File: config.mk
export PLATFORM = sky130hd
export DESIGN_NAME = pge_div
export DESIGN_NICKNAME = d
export VERILOG_FILES = /design/src/pge_pkg.sv /design/src/pge_div.sv
export SDC_FILE = /design/constraint.sdc
export NUM_CORES = 1
export LEC_CHECK = 0
export BUFFER_PORTS_ARGS = -buffer_cell sky130_fd_sc_hd__buf_2
export CORE_MARGIN = 1.5
export CORE_UTILIZATION = 50
export CTS_CLUSTER_SIZE = 40
export DETAILED_ROUTE_END_ITERATION = 10
export PLACE_DENSITY = 0.7
export RECOVER_POWER = 25
export SYNTH_ARGS = -nofsm -noshare
export SYNTH_HDL_FRONTEND = slang
export SYNTH_SLANG_ARGS = --single-unit
File: constraint.sdc
create_clock -name clock -period 4.5 [get_ports clock]
set_input_delay 1.35 -clock clock [delete_from_list [all_inputs] [get_ports clock]]
set_output_delay 1.35 -clock clock [all_outputs]
set_load 0.01 [all_outputs]
File: src/pge_pkg.sv
`default_nettype none
package pge_pkg;

   localparam int QfBits = 56;

   localparam logic [63:0] One = 64'h0100_0000_0000_0000;
   localparam logic [63:0] EpsCap = 64'h3000_0000_0000_0000;
   localparam logic [63:0] Thr100 = One / 100;
   localparam logic [63:0] Thr1000 = One / 1000;
   localparam logic [62:0] Sat63 = '1;

   localparam logic [127:0] DecScale = 128'd1000000000000000000;

   localparam logic [63:0] CoefA1 = 64'((128'd51329911273420320 << QfBits) / DecScale);
   localparam logic [63:0] CoefA2 = 64'((128'd19248716727532620 << QfBits) / DecScale);
   localparam logic [63:0] CoefP1 = 64'((128'd1280733976612035400 << QfBits) / DecScale);
   localparam logic [63:0] CoefP2 = 64'((128'd857872251331172400 << QfBits) / DecScale);
   localparam logic [63:0] CoefP3 = 64'((128'd332889086144280980 << QfBits) / DecScale);
   localparam logic [63:0] CoefP4 = 64'((128'd79984931563508915 << QfBits) / DecScale);
   localparam logic [63:0] CoefP5 = 64'((128'd11878558806454416 << QfBits) / DecScale);
   localparam logic [63:0] CoefQ1 = 64'((128'd280733975874400000 << QfBits) / DecScale);
   localparam logic [63:0] CoefQ2 = 64'((128'd77138641075380000 << QfBits) / DecScale);
   localparam logic [63:0] CoefS3 = 64'((128'd38497433455066257 << QfBits) / DecScale);
   localparam logic [63:0] CoefS4 = 64'((128'd19248716727533128 << QfBits) / DecScale);
   localparam logic [63:0] CoefS5 = 64'((128'd3208119454588855 << QfBits) / DecScale);
   localparam logic [63:0] CoefS7 = 64'((128'd53468657576481 << QfBits) / DecScale);
   localparam logic [63:0] CoefNorm = 64'((128'd153989733820265028 << QfBits) / DecScale);

   localparam logic [31:0] CsrResetValue = 32'd65536;

   localparam logic CsrBoltzmann = 1'b0;
   localparam logic CsrNorm = 1'b1;

   typedef struct packed {
      logic [31:0] temperature;
      logic [31:0] upper_bound;
      logic        last_group;
      logic [63:0] kt;
   } queue_entry_type;

   typedef struct packed {
      logic        start;
      logic [63:0] a;
      logic [63:0] b;
   } mul_req_type;

   typedef struct packed {
      logic        done;
      logic [63:0] y;
   } mul_rsp_type;

   typedef struct packed {
      logic        start;
      logic        wide;
      logic [63:0] n;
      logic [63:0] d;
   } div_req_type;

   typedef struct packed {
      logic        done;
      logic [63:0] y;
   } div_rsp_type;

   function automatic logic [63:0] coef_poly(input logic [2:0] idx);
      logic [63:0] c;
      case (idx)
         3'd5: c = CoefP4;
         3'd4: c = CoefP3;
         3'd3: c = CoefP2;
         default: c = CoefP1;
      endcase
      return c;
   endfunction

endpackage
`default_nettype wire

File: src/pge_div.sv
`default_nettype none
module pge_div (
   input  wire logic                 clock,
   input  wire logic                 reset,
   input  wire pge_pkg::div_req_type req,
   output pge_pkg::div_rsp_type      rsp
);

   logic [63:0] num_ff, num_in;
   logic [63:0] den_ff, den_in;
   logic [63:0] rem_ff, rem_in;
   logic [63:0] quo_ff, quo_in;
   logic        ovf_ff, ovf_in;
   logic        dz_ff, dz_in;
   logic [6:0]  cnt_ff, cnt_in;
   logic        busy_ff, busy_in;
   logic        done_ff, done_in;
   logic [64:0] trial;
   logic        qbit;

   always_comb begin
      trial = {rem_ff, num_ff[63]};
      qbit = (trial >= {1'b0, den_ff});
      num_in = num_ff;
      den_in = den_ff;
      rem_in = rem_ff;
      quo_in = quo_ff;
      ovf_in = ovf_ff;
      dz_in = dz_ff;
      cnt_in = cnt_ff;
      busy_in = busy_ff;
      done_in = 1'b0;
      if (req.start) begin
         num_in = req.n;
         den_in = req.d;
         rem_in = '0;
         quo_in = '0;
         ovf_in = 1'b0;
         dz_in = (req.d == 64'd0);
         cnt_in = req.wide ? 7'd119 : 7'd63;
         busy_in = 1'b1;
      end else if (busy_ff) begin
         num_in = {num_ff[62:0], 1'b0};
         rem_in = qbit ? 64'(trial - {1'b0, den_ff}) : trial[63:0];
         ovf_in = ovf_ff | quo_ff[63];
         quo_in = {quo_ff[62:0], qbit};
         cnt_in = cnt_ff - 7'd1;
         if (cnt_ff == 7'd0) begin
            busy_in = 1'b0;
            done_in = 1'b1;
         end
      end
      rsp.done = done_ff;
      rsp.y = (dz_ff || ovf_ff) ? '1 : quo_ff;
   end

   always_ff @(posedge clock) begin
      num_ff <= num_in;
      den_ff <= den_in;
      rem_ff <= rem_in;
      quo_ff <= quo_in;
      ovf_ff <= ovf_in;
      dz_ff <= dz_in;
      cnt_ff <= cnt_in;
      if (reset) begin
         busy_ff <= 1'b0;
         done_ff <= 1'b0;
      end else begin
         busy_ff <= busy_in;
         done_ff <= done_in;
      end
   end

endmodule
`default_nettype wire

After elaboration in Yosys (flattened, before gate mapping)
Cells that the tools add are included.
{ "word_totals": {"elab_cells": 30, "inputBits": 132, "ff_bits": 267, "out_inout_bits": 65} }
{ "classes": {"n_bitwise": 2, "n_mux": 11, "add_sub_neg": 2, "reduce_logical": 5, "order_cmp": 1} }
{ "op_table": {"columns": ["op", "n"], "rows": [
  ["$mux 64", 4],
  ["$ge 65x64->1", 1],
  ["$logic_not 64->1", 1],
  ["$sub 64x64->64", 1],
  ["$mux 7", 3],
  ["$logic_not 7->1", 1],
  ["$sub 7x1->7 const B", 1],
  ["$mux 1", 4],
  ["$reduce_or 3->1", 1],
  ["$reduce_bool 2->1", 1],
  ["$logic_or 1x1->1", 1],
  ["$not 1->1", 1],
  ["$or 1x1->1", 1]
]} }

Depth between registers and ports, before layout
{ "logic_depth": {"depth_word": 4, "depth_mapped": 15, "mapped_depth_nobuf": 13} }

Least setup slack after synthesis
OpenSTA, ideal clock, no wires.
{ "synth_path": {"path_kind": "in2reg", "start": "in req[129] (netlist name)", "end": "reg cnt_ff[0], enable pin", "cell_stages": 3, "required_ns": 4.075, "n_path_buf": 1, "arrival_ns": 3.151, "path_slack_ns": 0.925, "cell_sequence": "clkbuf_1 nor2_1 inv_1"} }
{ "synth_via": {"elab_chain_len": 1} }
{ "synth_lines": {"columns": ["item", "line", "text"], "rows": [
  ["start, declared", "pge_div.sv:5", "input wire pge_pkg::div_req_type req,"],
  ["$reduce_bool 2->1 (no source line)", null, null],
  ["end signal, assigned", "pge_div.sv:64", "cnt_ff <= cnt_in;"],
  ["end, declared", "pge_div.sv:15", "logic [6:0] cnt_ff, cnt_in;"]
]} }
Every way passes these cells.
A chain may end at the register's enable or synchronous reset.

Final worst setup path
{ "layout_path": {"start": "reg den_ff[6]", "end": "reg rem_ff[55]"} }
{ "layout_via": {"elab_chain_len": 2, "word_cells_on_any_way": 3} }
{ "layout_lines": {"columns": ["item", "line", "text"], "rows": [
  ["start, declared", "pge_div.sv:10", "logic [63:0] den_ff, den_in;"],
  ["start signal, assigned", "pge_div.sv:59", "den_ff <= den_in;"],
  ["$sub 64x64->64 / $ge 65x64->1 (equally long branches)", "pge_div.sv:44, pge_div.sv:23", null],
  ["$mux 64 *", "pge_div.sv:44", "rem_in = qbit ? 64'(trial - {1'b0, den_ff}) : trial[63:0];"],
  ["end signal, assigned", "pge_div.sv:60", "rem_ff <= rem_in;"],
  ["end, declared", "pge_div.sv:11", "logic [63:0] rem_ff, rem_in;"]
]} }
Mark *: on every way between the ends. The rest lies on a longest branch, timed or not.

==> metrics.cfg <==
[run_status]
status=finished with violations
violations=max-capacitance violations, max-slew violations

[logic_synthesis]
synthTopCellsByCount=162 x nor2_1, 153 x nand2_1, 136 x edfxtp_1
synthArstFlopShare_pct=0
synth-seq-cells=267
synth_area_sq_um=15100
synth.avg_cell_area_sq_um=9.55
ys.flop_type=edfxtp_1
yosys_warnings=0
ys_seq_area_share_pct=44.5
synth_top_area_share_pct=27.1
synth_area_leaders=edfxtp_1 27%, dfxtp_1 17%, ha_1 5.5%, mux2_2 4.7%, mux2i_1 4.6%
synth_top_cell_by_area=edfxtp_1
synthesis.nets=1776
yosysMostFrequentCell=nor2_1
netlist_instances=1577
synth_edf_count=136
synth_cell_type_count=68

[drt]
drt_iter0_markers=826
drc=0
ant_nets=0
avgRoutedWirePerCell_microns=17.5
vias=12200
viasPerCell=5.70
first_pass_iters=8
wl_microns=37400

[sta]
finalMaxSlewViolations=68
setup_tns_ns=0
fin_skew_ns=0.0116
whs_ns=0.474
worst_pin_slew_ns=1.77
setup_viol=0
fmax_mhz=263
hold_violations=0
min_period_ns=3.80
rsz0062_at_grt=false
max_slew_margin_pct=-18.3
period_share_pct=84.4

[setup_path]
crit_path_max_fanout=19
path_cells=inv_1 > ha_1 > nand4_1 > or3_1 > a211o_1 > and3_1 > or2_1 > o21a_2 > o31ai_4 > buf_4 > and2_0 > and4_1 > nor4_2
critPathLaunchType=register
critPathSlowestCell=and2_0
slowest_delay_ns=0.42
crit_family=simple AND/OR/NAND/NOR gates
crit_path_end_kind=register
cp_data_required_time_ns=4.85
crit_buf_inv=2
worstSetupPathType=reg2reg
arrival_ns=4.15

[global_route]
overflow=0
antenna_found_initial=3
grt_max_degree=83
grt_util_met1_pct=31.4
grt_use_met3_pct=3.96
track_usage_pct=23.6
use_met2_pct=38.9
grt_pass1_wl_microns=59700
grt_pass1_vias=11600
grt.busiest_layer=met2

[placement]
io_buffers=196
gp_congestion=0.916
dpl_cell_area_sq_um=16300
place_hpwl_microns=26900

[layout]
utilization_pct=57.9
syn2layout_area_growth_pct=13.9
nets=1923
final_area_sq_um=17200
drive_gt1_share_pct=17.7

[cts]
cts_num_sinks=267
cts_tree=yes
cts_root_buf=clkbuf_16
path_clk_slew_ns=0.06
cts.path.max_buffers=3
clock_latency_ns=0.54
cts_htree_levels=1
postCtsHoldBufs=0
cts_resized=0
cts_buffers=29
cts_setup_buffers=0

[die]
core_area_sq_um=29600
io_pins=197
initial_utilization_pct=50.8
rows=63
die_h_microns=177
fp.dieArea_sq_um=31200
die_w_microns=177

[power_and_ir_drop]
power.leakage_nw=7.13
ir_worst_vdd_mv=0.390
p_per_area_nw_per_um2=370
power_w=0.00635

[min_path]
hold_class=reg2reg

[flow_run]
max-cap-violations=1

## cells in the final DEF, fill, tap and decap left out, types with 5 or more instances in the layout
cell type	synthesis	routed
clkbuf_1	77	45
nor3_1	18	18
nand2b_1	17	17
xor2_1	20	20
ha_1	66	66
nor4_1	21	21
and3_1	10	10
clkinv_2	0	6
o211ai_1	8	8
o21a_1	11	11
o21bai_1	21	21
a21o_1	32	32
dfxtp_1	131	130
inv_1	92	91
and2_1	8	8
a211oi_1	11	11
buf_4	2	14
clkbuf_16	0	29
a22oi_1	5	5
nor2b_1	14	14
a311oi_1	29	29
mux2_1	4	5
a31oi_1	13	13
or3_1	70	70
o21ai_0	50	50
xnor2_1	33	33
mux2_2	63	62
buf_2	1	156
a311oi_2	14	14
edfxtp_1	136	136
mux2i_1	69	69
nor2_1	162	162
a21oi_1	93	93
nand2_1	153	153
nand3_1	19	19
nand4_1	21	21
## routing by layer
| layer | vias to the layer above | share of wire, % |
|---|---|---|
| li1 | 6008 | - |
| met1 | 5763 | 44 |
| met2 | 335 | 47 |
| met3 | 71 | 5.8 |
| met4 | 0 | 3.3 |
| met5 | - | 0 |
## metrics by stage
| stage | worst slack (ns) | cells |
|---|---|---|
| floorplan | 0.925 | 1577 |
| global placement | 0.857 | 2083 |
| detailed placement | 0.821 | 2083 |
| CTS | 0.787 | 2135 |
| global route | 0.472 | 2138 |
| finish | 0.700 | 2138 |
## cells by family after synthesis
family	Yosys count	synth area share (%)
simple gates	536	16.9
compound gates	330	15.3
flops	267	44.5
buf+inv	188	4.94
mux	136	9.59
fa+ha+maj	67	5.61
xor+xnor	53	3.08
## area by class of cell
type	instances	area (sq um)
fillers	2700	12500
multi-input cells	1122	7620
flip-flops and latches	267	6710
repair buffers	212	1070
clock buffers	38	779
well taps	390	488
inverters	92	345
clock inverters	14	139
diodes	3	7.51
## power by group
| part | internal, W | switching (W) |
|---|---|---|
| registers | 0.00274 | 0.0000787 |
| logic | 0.000494 | 0.000728 |
| clock network | 0.00134 | 0.000972 |
| total | 0.00457 | 0.00178 |
## worst paths after layout
kind / from / end / slack [ns] / cells past startpoint
min: quo_ff[0] / quo_ff[0] / 0.47 / 2
min reg2reg: quo_ff[0] / quo_ff[0] / 0.47 / 2
max reg2reg: den_ff[6] / rem_ff[55] / 0.70 / 13
max: den_ff[6] / rem_ff[55] / 0.70 / 13
## registers in the layout (all words and copies together) (netlist names)
name     flops
rem_ff      64
dz_ff        1
busy_ff      1
cnt_ff       7
num_ff      64
quo_ff      64
den_ff      64
ovf_ff       1
done_ff      1
## worst reg2reg max path, cell delays in order (launching register included)
cell      delay, ns
edfxtp_1       0.33
inv_1          0.04
ha_1           0.35
nand4_1        0.19
or3_1          0.40
a211o_1        0.25
and3_1         0.14
or2_1          0.33
o21a_2         0.31
o31ai_4        0.19
buf_4          0.32
and2_0         0.43
and4_1         0.28
nor4_2         0.04
No activity file was read; power rests on OpenSTA's default activity.
