File: src/pge_pkg.sv
`default_nettype none
package pge_pkg;

   localparam int QfBits = 56;

   localparam logic [63:0] One = 64'h0100_0000_0000_0000;
   localparam logic [63:0] EpsCap = 64'h3000_0000_0000_0000;
   localparam logic [63:0] Thr100 = One / 100;
   localparam logic [63:0] Thr1000 = One / 1000;
   localparam logic [62:0] Sat63 = '1;

   localparam logic [127:0] DecScale = 128'd1000000000000000000;

   localparam logic [63:0] CoefA1 = 64'((128'd51329911273420320 << QfBits) / DecScale);
   localparam logic [63:0] CoefA2 = 64'((128'd19248716727532620 << QfBits) / DecScale);
   localparam logic [63:0] CoefP1 = 64'((128'd1280733976612035400 << QfBits) / DecScale);
   localparam logic [63:0] CoefP2 = 64'((128'd857872251331172400 << QfBits) / DecScale);
   localparam logic [63:0] CoefP3 = 64'((128'd332889086144280980 << QfBits) / DecScale);
   localparam logic [63:0] CoefP4 = 64'((128'd79984931563508915 << QfBits) / DecScale);
   localparam logic [63:0] CoefP5 = 64'((128'd11878558806454416 << QfBits) / DecScale);
   localparam logic [63:0] CoefQ1 = 64'((128'd280733975874400000 << QfBits) / DecScale);
   localparam logic [63:0] CoefQ2 = 64'((128'd77138641075380000 << QfBits) / DecScale);
   localparam logic [63:0] CoefS3 = 64'((128'd38497433455066257 << QfBits) / DecScale);
   localparam logic [63:0] CoefS4 = 64'((128'd19248716727533128 << QfBits) / DecScale);
   localparam logic [63:0] CoefS5 = 64'((128'd3208119454588855 << QfBits) / DecScale);
   localparam logic [63:0] CoefS7 = 64'((128'd53468657576481 << QfBits) / DecScale);
   localparam logic [63:0] CoefNorm = 64'((128'd153989733820265028 << QfBits) / DecScale);

   localparam logic [31:0] CsrResetValue = 32'd65536;

   localparam logic CsrBoltzmann = 1'b0;
   localparam logic CsrNorm = 1'b1;

   typedef struct packed {
      logic [31:0] temperature;
      logic [31:0] upper_bound;
      logic        last_group;
      logic [63:0] kt;
   } queue_entry_type;

   typedef struct packed {
      logic        start;
      logic [63:0] a;
      logic [63:0] b;
   } mul_req_type;

   typedef struct packed {
      logic        done;
      logic [63:0] y;
   } mul_rsp_type;

   typedef struct packed {
      logic        start;
      logic        wide;
      logic [63:0] n;
      logic [63:0] d;
   } div_req_type;

   typedef struct packed {
      logic        done;
      logic [63:0] y;
   } div_rsp_type;

   function automatic logic [63:0] coef_poly(input logic [2:0] idx);
      logic [63:0] c;
      case (idx)
         3'd5: c = CoefP4;
         3'd4: c = CoefP3;
         3'd3: c = CoefP2;
         default: c = CoefP1;
      endcase
      return c;
   endfunction

endpackage
`default_nettype wire

File: src/pge_mul.sv
`default_nettype none
module pge_mul (
   input  wire logic                 clock,
   input  wire logic                 reset,
   input  wire pge_pkg::mul_req_type req,
   output pge_pkg::mul_rsp_type      rsp
);

   logic [63:0]  a_ff, a_in;
   logic [63:0]  b_ff, b_in;
   logic [127:0] acc_ff, acc_in;
   logic [1:0]   step_ff, step_in;
   logic         busy_ff, busy_in;
   logic         done_ff, done_in;
   logic [31:0]  pa, pb;
   logic [63:0]  prod;
   logic [127:0] addend;

   always_comb begin
      case (step_ff)
         2'd0: begin
            pa = a_ff[31:0];
            pb = b_ff[31:0];
         end
         2'd1: begin
            pa = a_ff[31:0];
            pb = b_ff[63:32];
         end
         2'd2: begin
            pa = a_ff[63:32];
            pb = b_ff[31:0];
         end
         default: begin
            pa = a_ff[63:32];
            pb = b_ff[63:32];
         end
      endcase
      prod = pa * pb;
      case (step_ff)
         2'd0: addend = {64'd0, prod};
         2'd3: addend = {prod, 64'd0};
         default: addend = {32'd0, prod, 32'd0};
      endcase
      a_in = a_ff;
      b_in = b_ff;
      acc_in = acc_ff;
      step_in = step_ff;
      busy_in = busy_ff;
      done_in = 1'b0;
      if (req.start) begin
         a_in = req.a;
         b_in = req.b;
         acc_in = '0;
         step_in = 2'd0;
         busy_in = 1'b1;
      end else if (busy_ff) begin
         acc_in = acc_ff + addend;
         step_in = step_ff + 2'd1;
         if (step_ff == 2'd3) begin
            busy_in = 1'b0;
            done_in = 1'b1;
         end
      end
      rsp.done = done_ff;
      rsp.y = (acc_ff[127:120] != 8'd0) ? '1 : acc_ff[119:56];
   end

   always_ff @(posedge clock) begin
      a_ff <= a_in;
      b_ff <= b_in;
      acc_ff <= acc_in;
      step_ff <= step_in;
      if (reset) begin
         busy_ff <= 1'b0;
         done_ff <= 1'b0;
      end else begin
         busy_ff <= busy_in;
         done_ff <= done_in;
      end
   end

endmodule
`default_nettype wire

File: config.mk
export PLATFORM = sky130hd
export DESIGN_NAME = pge_mul
export DESIGN_NICKNAME = d
export VERILOG_FILES = /design/src/pge_pkg.sv /design/src/pge_mul.sv
export SDC_FILE = /design/constraint.sdc
export NUM_CORES = 2
export LEC_CHECK = 0
export CORE_MARGIN = 3
export CORE_UTILIZATION = 60
export DETAILED_ROUTE_END_ITERATION = 8
export DONT_BUFFER_PORTS = 1
export PLACE_DENSITY = 0.76
export SYNTH_ARGS = -nofsm -noshare
export SYNTH_HDL_FRONTEND = slang
export SYNTH_SLANG_ARGS = --single-unit
File: constraint.sdc
create_clock -name clock -period 36.2 [get_ports clock]
set_clock_uncertainty 0.1 [all_clocks]
set_input_delay 7.24 -clock clock [delete_from_list [all_inputs] [get_ports clock]]
set_output_delay 7.24 -clock clock [all_outputs]
set_load 0.05 [all_outputs]
# After elaboration in Yosys (flattened, before gate mapping)
# Cells that the tools add are included.
# totals
elab_cells	26
out_inout_bits	65
input_bits	131
regBits	260
# op_classes
mul	1
reduce_logical	5
bitwise_logic	1
n_eq_ne	3
muxes	8
n_addsub	2
# ops
operator	count
case mux 128 bit (2 select lines)	1
adder 128 bit	1
multiplier 32 x 32 -> 64 bit	1
two-way mux 32 bit	2
two-way mux 64 bit	1
nonzero test 8 bit	1
equality test 2 bit (second input constant)	2
two-way mux 1 bit	4
OR reduction 2 bit	2
OR reduction 3 bit	1
adder 2 x 1 -> 2 bit (second input constant)	1
equality test 2 x 1 -> 1 bit (second input constant)	1
zero test 2 bit	1
NOT 1 bit	1

# Longest topological paths before layout
# logic_depth
word_depth	6
depth_mapped	51
depth_no_buf	47

# Worst setup path before layout
# OpenSTA, ideal clock, no wires.
# synth_path
kind	register to register
startpoint	register step_ff[0]
endpoint	register acc_ff[127]
t_arrival_ns	11.808
path_slack_ns	24.164
path_stages_with_launch	47
period_less_slack_ns	12.036
required_time_ns	35.972
path_buffers	5
setup_time_ns	0.128
path_cell_list	dfxtp_1 > inv_1 > ha_1 > clkbuf_1 > nor2_1 > clkbuf_1 > clkbuf_1 > mux2i_1 > clkbuf_1 > nor2_1 > fa_1 > fa_1 > inv_1 > fa_1 > fa_1 > fa_1 > inv_1 > fa_1 > [11 not listed] > nor3_1 > nor2_1 > xor2_1 > o31ai_1 > ha_1 > a21oi_1 > o21ai_0 > a21oi_1 > a31oi_1 > a2111o_1 > a31o_2 > a21boi_2 > o31a_1 > o221ai_1 > or3_1 > nand4_1 > xnor2_1 > nor2_1
# synth_between
elab_chain_len	6
elab_cells_between_ends	11
cone_classes	add/sub: 1; mul: 1; eq/ne: 3; mux: 3; reduce/logical: 3
# synth_lines
element	line	source
start, declared	pge_mul.sv:12	logic [1:0] step_ff, step_in;
start signal, assigned	pge_mul.sv:72	step_ff <= step_in;
equality test 2 x 1 -> 1 bit, or another cell as far along	pge_mul.sv:20	case (step_ff)
OR reduction 2 bit (no line)	n/a	
two-way mux 32 bit	pge_mul.sv:20	
multiplier 32 x 32 -> 64 bit	pge_mul.sv:38	prod = pa * pb;
case mux 128 bit (2 select lines) (*)	pge_mul.sv:39	case (step_ff)
adder 128 bit (*)	pge_mul.sv:57	acc_in = acc_ff + addend;
end signal, assigned	pge_mul.sv:71	acc_ff <= acc_in;
end, declared	pge_mul.sv:11	logic [127:0] acc_ff, acc_in;
# Mark *: on every way between the ends. The rest lies on a longest branch, timed or not.
# A chain may end at the register's enable or synchronous reset.

# Final worst setup path
# layout_path
startpoint	register step_ff[0]
endpoint	register acc_ff[121]
# The elaborated chain is that of the path after synthesis.

==> impl_metrics.json <==
{
  "status": "finished, final reports clean",
  "worst_pin_slew_ns": 1.29,
  "r2r_start": "step_ff[0]",
  "cts-resized-gates": 0,
  "clkTransAtPathRegs_ns": 0.06,
  "ys_ff_latch": 260,
  "drtIter0Drc": 4587,
  "fin_crit_ns": 15.00,
  "synthCells": 5811,
  "syn_area_mm2": 0.0509,
  "hold_buffers": 0,
  "synth_fp_nets": 7240,
  "area_growth_syn_to_layout_pct": 4.29,
  "postRouteAntennaNets": 0,
  "critPathSlowestCell": "a2111oi_0",
  "routedWlPerCell_um": 25.0,
  "vias_per_cell": 6.23,
  "placed_cell_area_mm2": 0.0519,
  "clock_sinks": 260,
  "port_buffers": 0,
  "clk_path_buf_depth": 3,
  "grt_antenna_before_repair": 5,
  "syn_area_per_cell_um2": 8.75,
  "stdcell_area_mm2": 0.0530,
  "synth_xor_area_frac": 0.0319,
  "dp_hpwl_um": 133000,
  "synth_top_family_by_area": "adder cells",
  "overflow": 0,
  "initial_core_util": 0.607,
  "cts_tree": "done",
  "critPathTopFamily": "adder cells",
  "endpoint_kind": "register",
  "synth_top_area_cell": "fa_1",
  "max_stage_delay_ns": 1.04,
  "fp.dieH_um": 297,
  "ios": 196,
  "synth_edf_count": 128,
  "worstSetupPathType": "reg2reg",
  "final_common_cell": "inv_1",
  "grt_max_degree": 218,
  "postLayoutCoreUtil": 0.633,
  "cts_buffers": 35,
  "synthAdderAreaFrac": 0.452,
  "gp_congestion": 1.04,
  "tns_ns": 0,
  "rsz0062_at_grt": "false",
  "min_from": "acc_ff[9]",
  "muxShareOfSynthArea": 0.0383,
  "max_freq_mhz": 66.7,
  "cp.required_ns": 36.61,
  "slew_viol_final": 0,
  "layout_common_cells": "inv_1, fa_1, nor2_1",
  "via_count": 42200,
  "layout-drive-gt1-share": 0.0576,
  "yosys_warnings": 0,
  "fin_nets": 7042,
  "synthSimpleGateAreaFrac": 0.154,
  "fillerInstances": 7166,
  "post_cts_buffers": 0,
  "crit_fanout": 39,
  "row_count": 106,
  "ys_seq_area_frac": 0.128,
  "drc": 0,
  "grt_pass1_wl_um": 258000,
  "ys.flop_type": "dfxtp_1",
  "crit_start": "step_ff[0]",
  "setup_viol": 0,
  "die_x_um": 297,
  "htreeDepth": 2,
  "drv_cap": 0,
  "crit_buf_inv": 5,
  "worstHoldPathType": "reg2reg",
  "synth-async-reset-ratio": 0,
  "arrival_ns": 15.40,
  "synth.top_cell.area_share": 0.353,
  "core_mm2": 0.0838,
  "clk_latency_ns": 0.62,
  "dr.pass1.iters": 6,
  "synth_cell_types": 79,
  "grt_pass1_vias": 43300,
  "totalWireLength_um": 169000,
  "post-route-period-util": 0.414,
  "hold_viol": 0,
  "synth_compound_area_frac": 0.106,
  "slew_headroom": 0.115,
  "crit_path_start_kind": "register",
  "clockRootBuffer": "clkbuf_16",
  "cpMostUsedCell": "fa_1",
  "gr-usage-all-layers": 0.384,
  "die_area_mm2": 0.0883,
  "synth_area_leaders": "fa_1, ha_1, edfxtp_1"
}
-- final cells by class --
| class | count | area (um2) | area share |
|---|---|---|---|
| clock inverter | 15 | 156 | 0.00295 |
| multi-input combinational | 4333 | 40000 | 0.754 |
| sequential | 260 | 6490 | 0.122 |
| timing repair buffer | 73 | 548 | 0.0103 |
| inverter | 910 | 3420 | 0.0644 |
| tap | 1134 | 1420 | 0.0268 |
| antenna | 3 | 7.51 | 0.000142 |
| clock buffer | 48 | 996 | 0.0188 |
-- sequential cells by signal, summed over array words and instances (netlist names) --
signal / cells
a_ff: 64
acc_ff: 128
busy_ff: 1
step_ff: 2
b_ff: 64
done_ff: 1
-- synthesized netlist by cell type (all sizes together), types with 11 or more instances --
| library cell | number |
|---|---|
| xor2 | 67 |
| dfxtp | 132 |
| o211ai | 11 |
| nand2b | 24 |
| mux2i | 125 |
| nor4 | 16 |
| nor3 | 32 |
| or2 | 70 |
| nor2b | 18 |
| a21boi | 14 |
| o21a | 19 |
| ha | 401 |
| inv | 910 |
| edfxtp | 128 |
| nand4 | 74 |
| a31oi | 27 |
| clkbuf | 263 |
| a21o | 102 |
| o31ai | 15 |
| and2 | 56 |
| o21bai | 55 |
| or3 | 13 |
| fa | 897 |
| nand2 | 632 |
| a21oi | 279 |
| a22o | 85 |
| a211oi | 14 |
| o21ai | 152 |
| xnor2 | 118 |
| buf | 45 |
| and3 | 20 |
| nor2 | 825 |
| nand3 | 28 |
| mux2 | 62 |
-- tightest hold or removal path, stage by stage (launching register included) --
cell and delay [ns]:
dfxtp_1 0.31, nor2_1 0.08, a211oi_1 0.05
-- logic make-up (layout without fill, tap and decap cells) --
| family | after synthesis | count (layout) |
|---|---|---|
| AOI/OAI and AO/OA | 832 | 832 |
| xor gates and xnor gates | 185 | 185 |
| adders and majority gates | 1298 | 1298 |
| buffers and inverters | 1218 | 1046 |
| DFF | 260 | 260 |
| muxes | 187 | 187 |
| other | 0 | 3 |
| and+or+nand+nor | 1831 | 1831 |
-- final timing paths --
path	cells past startpoint	endpoint	slack (ns)
max	41	acc_ff[121]	21.20
max reg2reg	41	acc_ff[121]	21.20
min reg2reg	2	acc_ff[9]	0.39
min	2	acc_ff[9]	0.39
-- per-stage QoR --
step                      worst slack [ns]  hold slack (ns)  instances
final                                21.20            0.394       6776
after global routing                 20.97            0.415       6775
after CTS                            21.66            0.393       6773
after detailed placement             21.68            0.376       6710
after global placement               21.71            0.374       6710
after floorplan                      24.16            0.356       5811
-- routing by layer --
layer,up-vias,track usage,share of wire
li1,18100,-,-
met1,20800,0.513,0.38
met3,621,0.108,0.13
met4,4,0.196,0.063
met5,-,0.00541,0.00045
met2,2687,0.576,0.43
Power is left out: the tool's default activity adds up to more than one toggle a clock period on the data nets, which glitch-free logic cannot reach.
