`src/pge_pkg.sv`:
```
`default_nettype none
package pge_pkg;

   localparam int QfBits = 56;

   localparam logic [63:0] One = 64'h0100_0000_0000_0000;
   localparam logic [63:0] EpsCap = 64'h3000_0000_0000_0000;
   localparam logic [63:0] Thr100 = One / 100;
   localparam logic [63:0] Thr1000 = One / 1000;
   localparam logic [62:0] Sat63 = '1;

   localparam logic [127:0] DecScale = 128'd1000000000000000000;

   localparam logic [63:0] CoefA1 = 64'((128'd51329911273420320 << QfBits) / DecScale);
   localparam logic [63:0] CoefA2 = 64'((128'd19248716727532620 << QfBits) / DecScale);
   localparam logic [63:0] CoefP1 = 64'((128'd1280733976612035400 << QfBits) / DecScale);
   localparam logic [63:0] CoefP2 = 64'((128'd857872251331172400 << QfBits) / DecScale);
   localparam logic [63:0] CoefP3 = 64'((128'd332889086144280980 << QfBits) / DecScale);
   localparam logic [63:0] CoefP4 = 64'((128'd79984931563508915 << QfBits) / DecScale);
   localparam logic [63:0] CoefP5 = 64'((128'd11878558806454416 << QfBits) / DecScale);
   localparam logic [63:0] CoefQ1 = 64'((128'd280733975874400000 << QfBits) / DecScale);
   localparam logic [63:0] CoefQ2 = 64'((128'd77138641075380000 << QfBits) / DecScale);
   localparam logic [63:0] CoefS3 = 64'((128'd38497433455066257 << QfBits) / DecScale);
   localparam logic [63:0] CoefS4 = 64'((128'd19248716727533128 << QfBits) / DecScale);
   localparam logic [63:0] CoefS5 = 64'((128'd3208119454588855 << QfBits) / DecScale);
   localparam logic [63:0] CoefS7 = 64'((128'd53468657576481 << QfBits) / DecScale);
   localparam logic [63:0] CoefNorm = 64'((128'd153989733820265028 << QfBits) / DecScale);

   localparam logic [31:0] CsrResetValue = 32'd65536;

   localparam logic CsrBoltzmann = 1'b0;
   localparam logic CsrNorm = 1'b1;

   typedef struct packed {
      logic [31:0] temperature;
      logic [31:0] upper_bound;
      logic        last_group;
      logic [63:0] kt;
   } queue_entry_type;

   typedef struct packed {
      logic        start;
      logic [63:0] a;
      logic [63:0] b;
   } mul_req_type;

   typedef struct packed {
      logic        done;
      logic [63:0] y;
   } mul_rsp_type;

   typedef struct packed {
      logic        start;
      logic        wide;
      logic [63:0] n;
      logic [63:0] d;
   } div_req_type;

   typedef struct packed {
      logic        done;
      logic [63:0] y;
   } div_rsp_type;

   function automatic logic [63:0] coef_poly(input logic [2:0] idx);
      logic [63:0] c;
      case (idx)
         3'd5: c = CoefP4;
         3'd4: c = CoefP3;
         3'd3: c = CoefP2;
         default: c = CoefP1;
      endcase
      return c;
   endfunction

endpackage
`default_nettype wire

```
`src/pge_if.sv`:
```
`default_nettype none
interface pge_req_if;
   logic        valid;
   logic        ready;
   logic [31:0] temperature;
   logic [31:0] upper_bound;
   logic        last_group;
   modport source(output valid, temperature, upper_bound, last_group, input ready);
   modport sink(input valid, temperature, upper_bound, last_group, output ready);
endinterface

`default_nettype wire

```
`src/pge_front.sv`:
```
`default_nettype none
module pge_front (
   input  wire logic                      clock,
   input  wire logic                      reset,
   pge_req_if.sink                        req,
   input  wire logic [31:0]               boltzmann,
   input  wire logic                      pop,
   output pge_pkg::queue_entry_type       head,
   output logic                           empty
);

   localparam int Depth = 2;

   pge_pkg::queue_entry_type mem_ff [Depth];
   logic       wr_ptr_ff, wr_ptr_in;
   logic       rd_ptr_ff, rd_ptr_in;
   logic [1:0] count_ff, count_in;
   logic       push;
   pge_pkg::queue_entry_type entry;

   assign req.ready = (count_ff != 2'(Depth));
   assign push = req.valid && req.ready;
   assign empty = (count_ff == 2'd0);
   assign head = mem_ff[rd_ptr_ff];

   always_comb begin
      entry.temperature = req.temperature;
      entry.upper_bound = req.upper_bound;
      entry.last_group = req.last_group;
      entry.kt = boltzmann * req.temperature;
      wr_ptr_in = push ? !wr_ptr_ff : wr_ptr_ff;
      rd_ptr_in = pop ? !rd_ptr_ff : rd_ptr_ff;
      count_in = count_ff + 2'(push) - 2'(pop);
   end

   always_ff @(posedge clock) begin
      if (push) begin
         mem_ff[wr_ptr_ff] <= entry;
      end
      if (reset) begin
         wr_ptr_ff <= 1'b0;
         rd_ptr_ff <= 1'b0;
         count_ff <= 2'd0;
      end else begin
         wr_ptr_ff <= wr_ptr_in;
         rd_ptr_ff <= rd_ptr_in;
         count_ff <= count_in;
      end
   end

endmodule
`default_nettype wire

```
`src/flat_wrapper.sv`:
```
// flat-port wrapper written by rule: the top's interface ports become plain ports
module pge_front_flat 
  (clock, reset, boltzmann, pop, head, empty, req_valid, req_temperature, req_upper_bound, req_last_group, req_ready);
  pge_req_if req_i ();
  input  wire logic clock;
  input  wire logic reset;
  input  wire logic [31:0] boltzmann;
  input  wire logic pop;
  output pge_pkg::queue_entry_type head;
  output logic empty;
  input wire logic [$bits(req_i.valid)-1:0] req_valid;
  input wire logic [$bits(req_i.temperature)-1:0] req_temperature;
  input wire logic [$bits(req_i.upper_bound)-1:0] req_upper_bound;
  input wire logic [$bits(req_i.last_group)-1:0] req_last_group;
  output wire logic [$bits(req_i.ready)-1:0] req_ready;
  assign req_i.valid = req_valid;
  assign req_i.temperature = req_temperature;
  assign req_i.upper_bound = req_upper_bound;
  assign req_i.last_group = req_last_group;
  assign req_ready = req_i.ready;
  pge_front u_core (.clock(clock), .reset(reset), .req(req_i), .boltzmann(boltzmann), .pop(pop), .head(head), .empty(empty));
endmodule
```
`config.mk`:
```
export PLATFORM = sky130hd
export DESIGN_NAME = pge_front_flat
export DESIGN_NICKNAME = d
export VERILOG_FILES = /design/src/pge_pkg.sv /design/src/pge_if.sv /design/src/pge_front.sv /design/src/flat_wrapper.sv
export SDC_FILE = /design/constraint.sdc
export NUM_CORES = 2
export LEC_CHECK = 0
export BUFFER_PORTS_ARGS = -buffer_cell sky130_fd_sc_hd__buf_2
export CORE_MARGIN = 4
export CORE_UTILIZATION = 65
export CTS_CLUSTER_DIAMETER = 150
export DETAILED_ROUTE_END_ITERATION = 6
export PLACE_DENSITY = 0.84
export SYNTH_ARGS = -nofsm -noshare
export SYNTH_HDL_FRONTEND = slang
export SYNTH_SLANG_ARGS = --single-unit
```
`constraint.sdc`:
```
create_clock -name clock -period 11.4 [get_ports clock]
set_clock_uncertainty 0.1 [all_clocks]
set_input_delay 1.71 -clock clock [delete_from_list [all_inputs] [get_ports clock]]
set_output_delay 1.71 -clock clock [all_outputs]
set_load 0.005 [all_outputs]
```
=== Word level (Yosys, flattened, before mapping) ===
Memory sizes are Yosys's and may differ from the RTL's. A register that Yosys moved wholly into a read port is not among the register bits.
Index checks and enable logic that the tools add are counted.

* Memories kept: 1
* Output and inout bits: 131
* RAM bits: 258
* Input bits: 101
* Bits in latches: 0
* Word-level logic and storage cells: 16
* Bits in registers: 4
* Memory bits (read-only): 0

{| class="wikitable"
|+ Memories
! name !! words !! width !! rd ports !! clocked after memory_dff !! write ports !! line !! RTL
|-
| u_core.mem_ff || 2 || 129 || 1 || 1 || 1 || pge_front.sv:14 || <nowiki>pge_pkg::queue_entry_type mem_ff [Depth];</nowiki>
|}

* Magnitude comparators: 0
* Bitwise operators: 0
* Reduce and logical (&&, ||, !) cells: 4
* Multiplexer cells: 4
* Multipliers: 1
* Shifts and indexed selects: 0
* Add/sub/neg operators: 2
* Divide/modulo/power cells: 0
* Equal/unequal tests: 1

{| class="wikitable"
|+ Operators with widths
! cell !! number
|-
| 32-bit by 32-bit multiplier with 64-bit output || 1
|-
| 1-bit 2-to-1 mux || 4
|-
| 2-bit by 1-bit adder with 2-bit output || 1
|-
| 1-bit logical NOT || 2
|-
| 2-bit logical NOT || 1
|-
| 2-bit != test, second input constant || 1
|-
| 2-bit by 1-bit subtractor with 2-bit output || 1
|-
| 1-bit logical AND || 1
|}

=== Longest topological paths before layout ===
* Depth after elaboration: 4
* Mapped depth: 27
* Mapped depth without buffers: 25

=== Least setup slack after synthesis ===
No wires, ideal clock.

* Kind: in2reg
* From: in req_temperature[2]
* To: mem u_core.mem_ff[0][60] (netlist bit) (data pin)
* Path buffers: 2
* Path slack: 2.605 ns
* Cell stages on the path: 24
* Required time: 11.030 ns
* Arrival: 8.424 ns
* Cells stage by stage: clkbuf_1 and2_1 fa_1 inv_1 fa_1 fa_1 fa_1 inv_1 fa_1 inv_1 fa_1 inv_1 fa_1 fa_1 ha_1 clkbuf_1 nand4_1 or3_1 o22ai_2 o21ai_2 or4b_4 a21oi_4 nor2_1 or3_1

{| class="wikitable"
|+ RTL lines
! element !! line !! RTL
|-
| start, declared || flat_wrapper.sv:12 || <nowiki>input wire logic [$bits(req_i.temperature)-1:0] req_temperature;</nowiki>
|-
| end, declared || pge_front.sv:14 ||
|}

==> results.yml <==
clock_network:
  clock_path_buffers: 3
  cts_sinks: 263
  cts_made_buffers: 30
  post-cts-setup-buffers: 0
  cts_resized: 0
  htreeDepth: 1
  hold_buffers: 0
  clk_latency_ns: 0.60
  cts_tree: "done"
  cts_root_buf: "clkbuf_16"
  clkTransAtPathRegs_ns: 0.06
placed_design:
  pre_cts_ws_ns: 1.73
  port_buffers: 231
  gp_congestion: 0.948
  post_dp_cell_area_um2: 44400
  place_hpwl_mm: 81.7
die:
  fp.dieW_um: 265
  fp-row-count: 93
  io_pins: 232
  core_area_um2: 64800
  dieHeight_um: 265
  die_area_um2: 70100
  start_util: 0.661
sta:
  timing.setup.tns_ns: 0
  fin_crit_ns: 9.21
  tightest_slew_ns: 1.16
  slew_violations: 0
  relSlewSlack: 0.228
  fin_crit_sh: 0.808
  finalSetupViolCount: 0
  rsz0062_at_grt: "no"
  hold_viol_final: 0
  setup_ws_ns: 2.19
  clock.fmax_ghz: 0.109
synthesis:
  synth_nets: 5380
  synth_ff_type: "edfxtp_1"
  yosys_register_bits: 263
  synth_fa_ha_area_frac: 0.496
  synth_top_family_by_area: "adder cells"
  synth-xor-area-share: 0.0127
  synth_cell_types: 62
  syn_area_per_cell_um2: 10.4
  synth_edf_count: 258
  ys.warnings.count: 0
  synthCells: 4118
  async_reset_ff_frac: 0
  synthSimpleGateAreaFrac: 0.146
  synth.area.mux_share: 0.0339
  syn_area_um2: 42800
  synth_compound_area_frac: 0.0333
  yosysSeqAreaShare: 0.183
routing:
  wl_per_cell_um: 21.9
  firstDrtPassIters: 7
  vias: 29300
  drt-total-wl_mm: 110
  route.detailed.drc: 16
  final_antenna_net_count: 0
  drtIter0Drc: 2387
  viasPerCell: 5.82
finish:
  area_growth_pct: 5.72
  finalInstanceArea_um2: 45300
  final_common_cell: "fa_1"
  n_antenna_cell: 0
  final_nets: 5430
  final_cell_mix: "896 x fa_1, 859 x inv_1, 616 x and2_1"
  layout-drive-gt1-share: 0.105
  utilization: 0.699
global_routing:
  gr-usage-all-layers: 0.324
  grt_antenna_before_repair: 1
  grt_max_degree: 72
  grt_first_pass_wirelength_mm: 177
  grt-ovfl-total: 0
  grt_pass1_vias: 32900
min_path:
  hold_depth: 2
  min_to: "u_core.count_ff[1]"
  hp-class: "flip-flop to flip-flop"
  min_from: "u_core.count_ff[1]"
setup_path:
  crit_arrival_ns: 9.52
  crit_required_ns: 11.71
  worstPathMaxFanout: 22
  path_class: "input port to flip-flop"
  reg2reg_depth: 5
  startpoint_type: "input port"
  worstSetupEndpointType: "flip-flop"
  r2r-end: "u_core.mem_ff[1][32]"
  r2r_slack_ns: 8.52
  r2r_start: "u_core.count_ff[0]"
  cp-startpoint: "boltzmann[20]"
flow_run:
  max_cap_violations: 0
run_status:
  outcome: "finished with violations"
  violations: "DRC"
==> stage by stage <==
step,std cells,hold WS [ns]
floorplan,4118,0.380
global placement,4991,0.395
detailed placement,4991,0.413
CTS,5044,0.460
global route,5044,0.483
finish,5044,0.458
==> layout make-up <==
type	instances	area [µm²]
Clock buffer	34	766
Clock inverter	19	178
Fill cell	4661	19500
Inverter	859	3220
Multi-Input combinational cell	2766	30900
Sequential cell	263	7850
Tap cell	855	1070
Timing Repair Buffer	248	1280
==> kinds of logic (layout without fill, tap and decap cells) <==
group | Yosys count | after routing
xor gates and xnor gates | 62 | 62
buffers and inverters | 1089 | 1160
adders and majority gates | 1161 | 1161
AOI/OAI and AO/OA | 218 | 218
DFF | 263 | 263
muxes | 129 | 129
and+or+nand+nor | 1196 | 1196
==> worst max-delay path by stage <==
stage                           end  slack [ns]  cells after the start
3_5_place_dp   u_core.mem_ff[0][63]        1.73                     23
5_1_grt        u_core.mem_ff[0][63]        1.92                     23
3_3_place_gp   u_core.mem_ff[0][63]        1.81                     23
6_report       u_core.mem_ff[0][63]        2.19                     23
2_1_floorplan  u_core.mem_ff[0][60]        2.61                     24
4_1_cts        u_core.mem_ff[0][63]        2.33                     23
==> worst max-delay path, stage by stage <==
cell,delay (ns)
buf_2,0.44
buf_4,0.32
and2_1,0.18
fa_1,0.40
inv_1,0.08
fa_1,0.42
fa_1,0.52
fa_1,0.56
inv_1,0.05
fa_1,0.48
fa_1,0.58
fa_1,0.43
fa_1,0.56
ha_1,0.43
a21o_1,0.23
o21bai_1,0.20
a211oi_1,0.35
o31ai_1,0.20
or2_1,0.27
o2111ai_1,0.37
a21oi_1,0.19
o2111a_1,0.25
a311oi_1,0.26
==> cells in the mapped netlist (16+ instances only) <==
cell type / instances / area [µm²]
a21o_1: 39 / 293
a21oi_1: 71 / 355
and2_1: 616 / 3850
clkbuf_1: 229 / 860
edfxtp_1: 258 / 7750
fa_1: 896 / 17900
ha_1: 265 / 3320
inv_1: 859 / 3220
mux2_2: 129 / 1450
nand2_1: 458 / 1720
nand4_1: 19 / 119
nor2_1: 47 / 176
o21ai_0: 28 / 140
o21bai_1: 16 / 120
xnor2_1: 39 / 342
xor2_1: 23 / 201
==> per-layer routing <==
layer	vias up	GRT usage	routed length, µm
met5	-	0	0
met4	0	0.154	6490
met3	406	0.0655	10200
met2	1502	0.555	55400
met1	15000	0.399	38200
li1	12500	-	-
==> sequential cells by signal (all words and copies together) (netlist names), named ones only <==
name and cells:
u_core.count_ff 2, u_core.mem_ff 258, u_core.wr_ptr_ff 1, u_core.rd_ptr_ff 1
Power is left out: the tool's default activity adds up to more than one toggle a clock period on the data nets, which glitch-free logic cannot reach.
